[config.mk]
export PLATFORM = sky130hd
export DESIGN_NAME = mp2d_ctrl
export DESIGN_NICKNAME = d
export VERILOG_FILES = /design/src/rtl/mp2d_pkg.sv /design/src/rtl/mp2d_ctrl.sv
export SDC_FILE = /design/constraint.sdc
export NUM_CORES = 1
export LEC_CHECK = 0
export BUFFER_PORTS_ARGS = -buffer_cell sky130_fd_sc_hd__buf_2
export CAP_MARGIN = 20
export CORE_AREA = 2 2 39 41
export DETAILED_ROUTE_END_ITERATION = 16
export DIE_AREA = 0 0 41 43
export GPL_TIMING_DRIVEN = 0
export SETUP_SLACK_MARGIN = 0.5
export SLEW_MARGIN = 20
export SYNTH_ARGS = -nofsm -noshare
export SYNTH_HDL_FRONTEND = slang
export SYNTH_SLANG_ARGS = --single-unit
[constraint.sdc]
create_clock -name i_clk -period 2.64 [get_ports i_clk]
set_input_delay 0.528 -clock i_clk [delete_from_list [all_inputs] [get_ports i_clk]]
set_output_delay 0.528 -clock i_clk [all_outputs]
set_load 0.03 [all_outputs]
[src/rtl/mp2d_pkg.sv]
// ----------------------------------------------------------------------------
// mp2d_pkg
// Shared types and constants of the streaming 2-D max pooling block.
// ----------------------------------------------------------------------------
package mp2d_pkg;

    // Field widths of the streams
    localparam int SAMPLE_W     = 16;
    localparam int OUT_ROW_W    = 8;
    localparam int OUT_COL_W    = 8;
    localparam int OUT_CH_W     = 4;
    localparam int OUT_FIELDS_W = SAMPLE_W + OUT_ROW_W + OUT_COL_W + OUT_CH_W;
    localparam int OUT_DATA_W   = ((OUT_FIELDS_W + 7) / 8) * 8;

    // Configuration port
    localparam int CFG_IDX_W  = 3;
    localparam int CFG_DATA_W = 9;
    localparam int STRIDE_W   = 3;

    localparam logic [CFG_IDX_W-1:0] CFG_IMAGE_HEIGHT  = 3'd0;
    localparam logic [CFG_IDX_W-1:0] CFG_IMAGE_WIDTH   = 3'd1;
    localparam logic [CFG_IDX_W-1:0] CFG_CHANNEL_COUNT = 3'd2;
    localparam logic [CFG_IDX_W-1:0] CFG_WINDOW_SIZE   = 3'd3;
    localparam logic [CFG_IDX_W-1:0] CFG_STRIDE        = 3'd4;

    // Raw register contents, as written
    typedef struct packed {
        logic [8:0]          image_height;
        logic [8:0]          image_width;
        logic [4:0]          channel_count;
        logic [2:0]          window_size;
        logic [STRIDE_W-1:0] stride;
    } t_cfg;

    localparam t_cfg CFG_RESET = '{
        image_height:  9'd256,
        image_width:   9'd256,
        channel_count: 5'd1,
        window_size:   3'd2,
        stride:        3'd2
    };

    // Controller states
    typedef enum logic [2:0] {
        ST_IDLE,
        ST_DIV,
        ST_READ,
        ST_DRAIN,
        ST_EMIT
    } t_state;

    // Commands from the controller to the datapath
    typedef struct packed {
        logic accept;
        logic rd_issue;
        logic out_load;
    } t_dp_cmd;

    // Status from the datapath to the controller
    typedef struct packed {
        logic cand;
        logic div_done;
        logic hit;
        logic rd_last;
        logic out_free;
    } t_dp_status;

endpackage

[src/rtl/mp2d_ctrl.sv]
// ----------------------------------------------------------------------------
// mp2d_ctrl
// Sequencer: takes a beat, checks the stride grid, reads the window, emits.
// ----------------------------------------------------------------------------
module mp2d_ctrl
    import mp2d_pkg::*;
(
    input  logic       i_clk,
    input  logic       i_rst_n,
    input  logic       i_in_valid,
    input  t_dp_status i_status,
    output logic       o_in_ready,
    output t_dp_cmd    o_cmd
);

    t_state r_state, n_state;

    // State register
    always_ff @(posedge i_clk) begin
        if (!i_rst_n) begin
            r_state <= ST_IDLE;
        end else begin
            r_state <= n_state;
        end
    end

    // Next state
    always_comb begin
        n_state = r_state;
        unique case (r_state)
            ST_IDLE: begin
                if (i_in_valid && i_status.cand) begin
                    n_state = ST_DIV;
                end
            end
            ST_DIV: begin
                if (i_status.div_done) begin
                    n_state = i_status.hit ? ST_READ : ST_IDLE;
                end
            end
            ST_READ: begin
                if (i_status.rd_last) begin
                    n_state = ST_DRAIN;
                end
            end
            ST_DRAIN: begin
                n_state = ST_EMIT;
            end
            ST_EMIT: begin
                if (i_status.out_free) begin
                    n_state = ST_IDLE;
                end
            end
            default: begin
                n_state = ST_IDLE;
            end
        endcase
    end

    // Outputs
    always_comb begin
        o_in_ready     = (r_state == ST_IDLE);
        o_cmd.accept   = (r_state == ST_IDLE) && i_in_valid;
        o_cmd.rd_issue = (r_state == ST_READ);
        o_cmd.out_load = (r_state == ST_EMIT) && i_status.out_free;
    end

endmodule

* After elaboration in Yosys (flattened, before gate mapping) *
Cells that the tools add are included.

word-level totals
  register bits = 3
  input bits = 8
  output and inout port bits = 4
  word-level logic and storage cells = 20

cells by class
  equality and inequality tests = 8
  muxes and demuxes = 6
  reduce and logical (&&, ||, !) cells = 5

operator list
  kind                number
  $pmux 3 s5          1
  $mux 3              4
  $eq 3x2->1 const B  2
  $ne 2x2->1 const B  3
  $reduce_and 4->1    1
  $eq 3x1->1 const B  1
  $eq 3x3->1 const B  1
  $logic_and 1x1->1   3
  $logic_not 3->1     1
  $mux 2              1
  $ne 2x1->1 const B  1

* Depth between registers and ports, before layout *
  word-level depth = 3
  mapped depth = 4
  depth with buffers taken out = 3

* Worst setup path after synthesis *
Ideal clock, no wire load.

  path type = register -> output
  start point = register r_state[0]
  end point = output port o_cmd[2] (netlist name)
  arrival time = 1563 ps
  data required time = 2112 ps
  setup slack = 549 ps
  stages on the path, launching flop included = 4
  path buffers = 1
  path through = dfxtp_1 buf_6 nor3_1 and2_1

RTL lines
  element                 line             source
  start, declared         mp2d_ctrl.sv:16  t_state r_state, n_state;
  start signal, assigned  mp2d_ctrl.sv:23  r_state <= n_state;
  end, declared           mp2d_ctrl.sv:13  output t_dp_cmd o_cmd

==> metrics.md <==
| Metric | Value |
|---|---|
| Outcome | `finished clean` |
| Placed Area | `292.8 um2` |
| CP max stage cell | `dfxtp_1` |
| Max clock buf depth | `2` |
| Cell Pwr Density | `622.7 nW/um2` |
| Hold Path Origin | `i_rst_n` |
| Yosys reg bits | `3` |
| Vias | `208` |
| DR pass1 iterations | `4` |
| Core area | `1384 um2` |
| CP Class | `reg -> out` |
| Clk slew on worst S/H paths | `40 ps` |
| Mapped Nets | `31` |
| Critical path arrival | `1200 ps` |
| Crit path setup slack, layout | `915.4 ps` |
| Syn avg cell area | `9.466 um2` |
| Synthesis-to-layout area growth | `46.55%` |
| Placed insts | `50` |
| Post-synth ARST share | `0%` |
| Synth top cells by count | `dfxtp_1, nand3b_1, nor2_1, nor3_1` |
| Post-DP HPWL | `333.6 um` |
| First-pass GRT wire length | `745 um` |
| Slew Viols, Final | `0` |
| Setup slack at placement | `1149 ps` |
| Worst slew pin tran | `317.0 ps` |
| Drt initial violations | `6` |
| I/O Buffers | `11` |
| Vias in the first global route | `between 150 and 200` |
| Max Fclk | `0.5798 GHz` |
| FP Rows | `14` |
| Crit start category | `register` |
| EDFF count, synth | `0` |
| RR Startpoint | `r_state[0]` |
| Hold buffers post-CTS | `0` |
| # Post-CTS Setup Buffers | `0` |
| Sequential fraction of the synthesis area | `between 20% and 30%` |
| Setup TNS | `0 ps` |
| Total gr overflow | `0` |
| Clock root buffer | `clkbuf_4` |
| Crit-path cells | `buf_6, nor3_1, and2_1, buf_2` |
| CTS buffer count | `3` |
| Die Area | `1763 um2` |
| Synth Instances | `23` |
| Die width | `41 um` |
| MaxCap Viol Count | `0` |
| Largest register FFs | `3` |
| Delay-heaviest family, CP | `simple AND/OR/NAND/NOR gates` |
| Worst EP required | `around 2100 ps` |
| Initial Util | `15.73%` |
| Final nets | `47` |
| Delay of the slowest critical-path stage | `300 ps` |
| Max FO, Critical Path | `10` |
| Synth warnings | `0` |
| Util after Layout | `23.06%` |
| Worst Setup SP | `r_state[0]` |
| Tcrit/Tclk final | `65.33%` |
| RSZ-0062 raised after global routing | `no` |
| Boundary pin count | `12` |
| Cell Count, Final, Fillers Out | `54` |
| Top FF cell, synth | `dfxtp_1` |
| Pwr Total | `between 0.15 and 0.2 mW` |
| Post-Route WL | `about 480 um` |
| Worst path bufs/invs | `2` |
| Initial antenna violation count | `0` |
| Lkg Pwr | `approximately 0.15 nW` |
| Top-area cell type share of the netlist area | `approximately 28%` |
| Tmin final | `about 1700 ps` |
| Gr usage total | `about 7.4%` |
| CTS tree | `built` |
| Top cells by area, synth | `dfxtp_1, a2111oi_4, nand3b_1, buf_6, and3b_2` |
| Cell taking the most area after synthesis | `dfxtp_1` |
| # diodes | `0` |
| Final setup viols | `0` |
| Hold_ws | `580.5 ps` |
| Top Registers | `r_state (3)` |
| Top-count cell post-synth | `dfxtp_1` |
| Post-CTS sizing | `0` |
| H-tree depth | `1` |
| Post-route cell area | `319.1 um2` |
| CTS sink count | `3` |
| Final Wtd Congestion | `0.6807` |
| DIE HEIGHT | `43 um` |
| Layout cells sized above 1 | `47.37%` |
| Average wire per standard cell | `8.852 um` |
| Worst-skew pair later-pin latency | `230 ps` |
| Largest net degree at the start of global routing | `11` |
| VDD IR-drop max | `116.5 uV` |
| HP Class | `in -> reg` |
| Relative slew margins | `approximately four fifths` |
| ANT nets after route | `0` |
| Most flop-heavy register | `r_state` |
| Setup Skew | `0.01672 ps` |
| Synth unique cells | `18` |
| Crit end category | `output pin` |
| DR vias/cell | `between 3 and 4` |
| Final hold vios | `0` |
| Cell Area, Synth | `~220 um2` |
| Remaining DRCs | `0` |
[cells in the final DEF, fill, tap and decap left out, types with 2 or more instances in the layout]
cell / Yosys / final
nor2_1: 2 / 2
buf_2: 0 / 11
dfxtp_1: 3 / 3
clkbuf_4: 0 / 3
nand3b_1: 2 / 2
nor3_1: 2 / 2
[cell type report]
class                           count  area [um2]
Fill cell                         157        1065
Buffer                              1       11.26
Multi-Input combinational cell     19       146.4
Tap cell                           16       20.02
Clock buffer                        4       26.28
Sequential cell                     3       60.06
Timing Repair Buffer               11       55.05
[worst reg2reg max path, stage by stage (launching register included)]
cell	delay (ps)
dfxtp_1	310
buf_6	130
and3b_1	210
a2111oi_4	360
mux2i_1	210
[report_power, final]
part | internal [mW] | switching [mW]
clock | 0.0566 | 0.0231
combinational | 0.0316 | 0.0355
sequential | 0.0494 | 0.00248
total | 0.138 | 0.0611
[path summary, 6_finish.rpt]
| kind | endpoint | slack [ps] | cells past startpoint |
|---|---|---|---|
| worst max-delay path | o_cmd[2] | 920 | 4 |
| worst min-delay path | r_state[0] | 580 | 3 |
| worst max register to register | r_state[0] | 1350 | 4 |
| worst min register to register | r_state[0] | 590 | 3 |
[layer usage]
metal / up-vias / part of all wire, % / track usage (%)
met3: 0 / 6.9 / 3.141
met2: 9 / 47 / 6.875
met5: - / 0 / 0
met4: 0 / 0 / 12.00
li1: 113 / - / -
met1: 86 / 46 / 8.974
[logic make-up after synthesis]
family                 Yosys count  share of synthesized area, %
buffers and inverters            1                         5.172
muxes                            1                         4.598
DFF                              3                         27.59
AOI/OAI and AO/OA                3                         18.39
and+or+nand+nor                 15                         44.26
No activity file was read; power rests on OpenSTA's default activity.
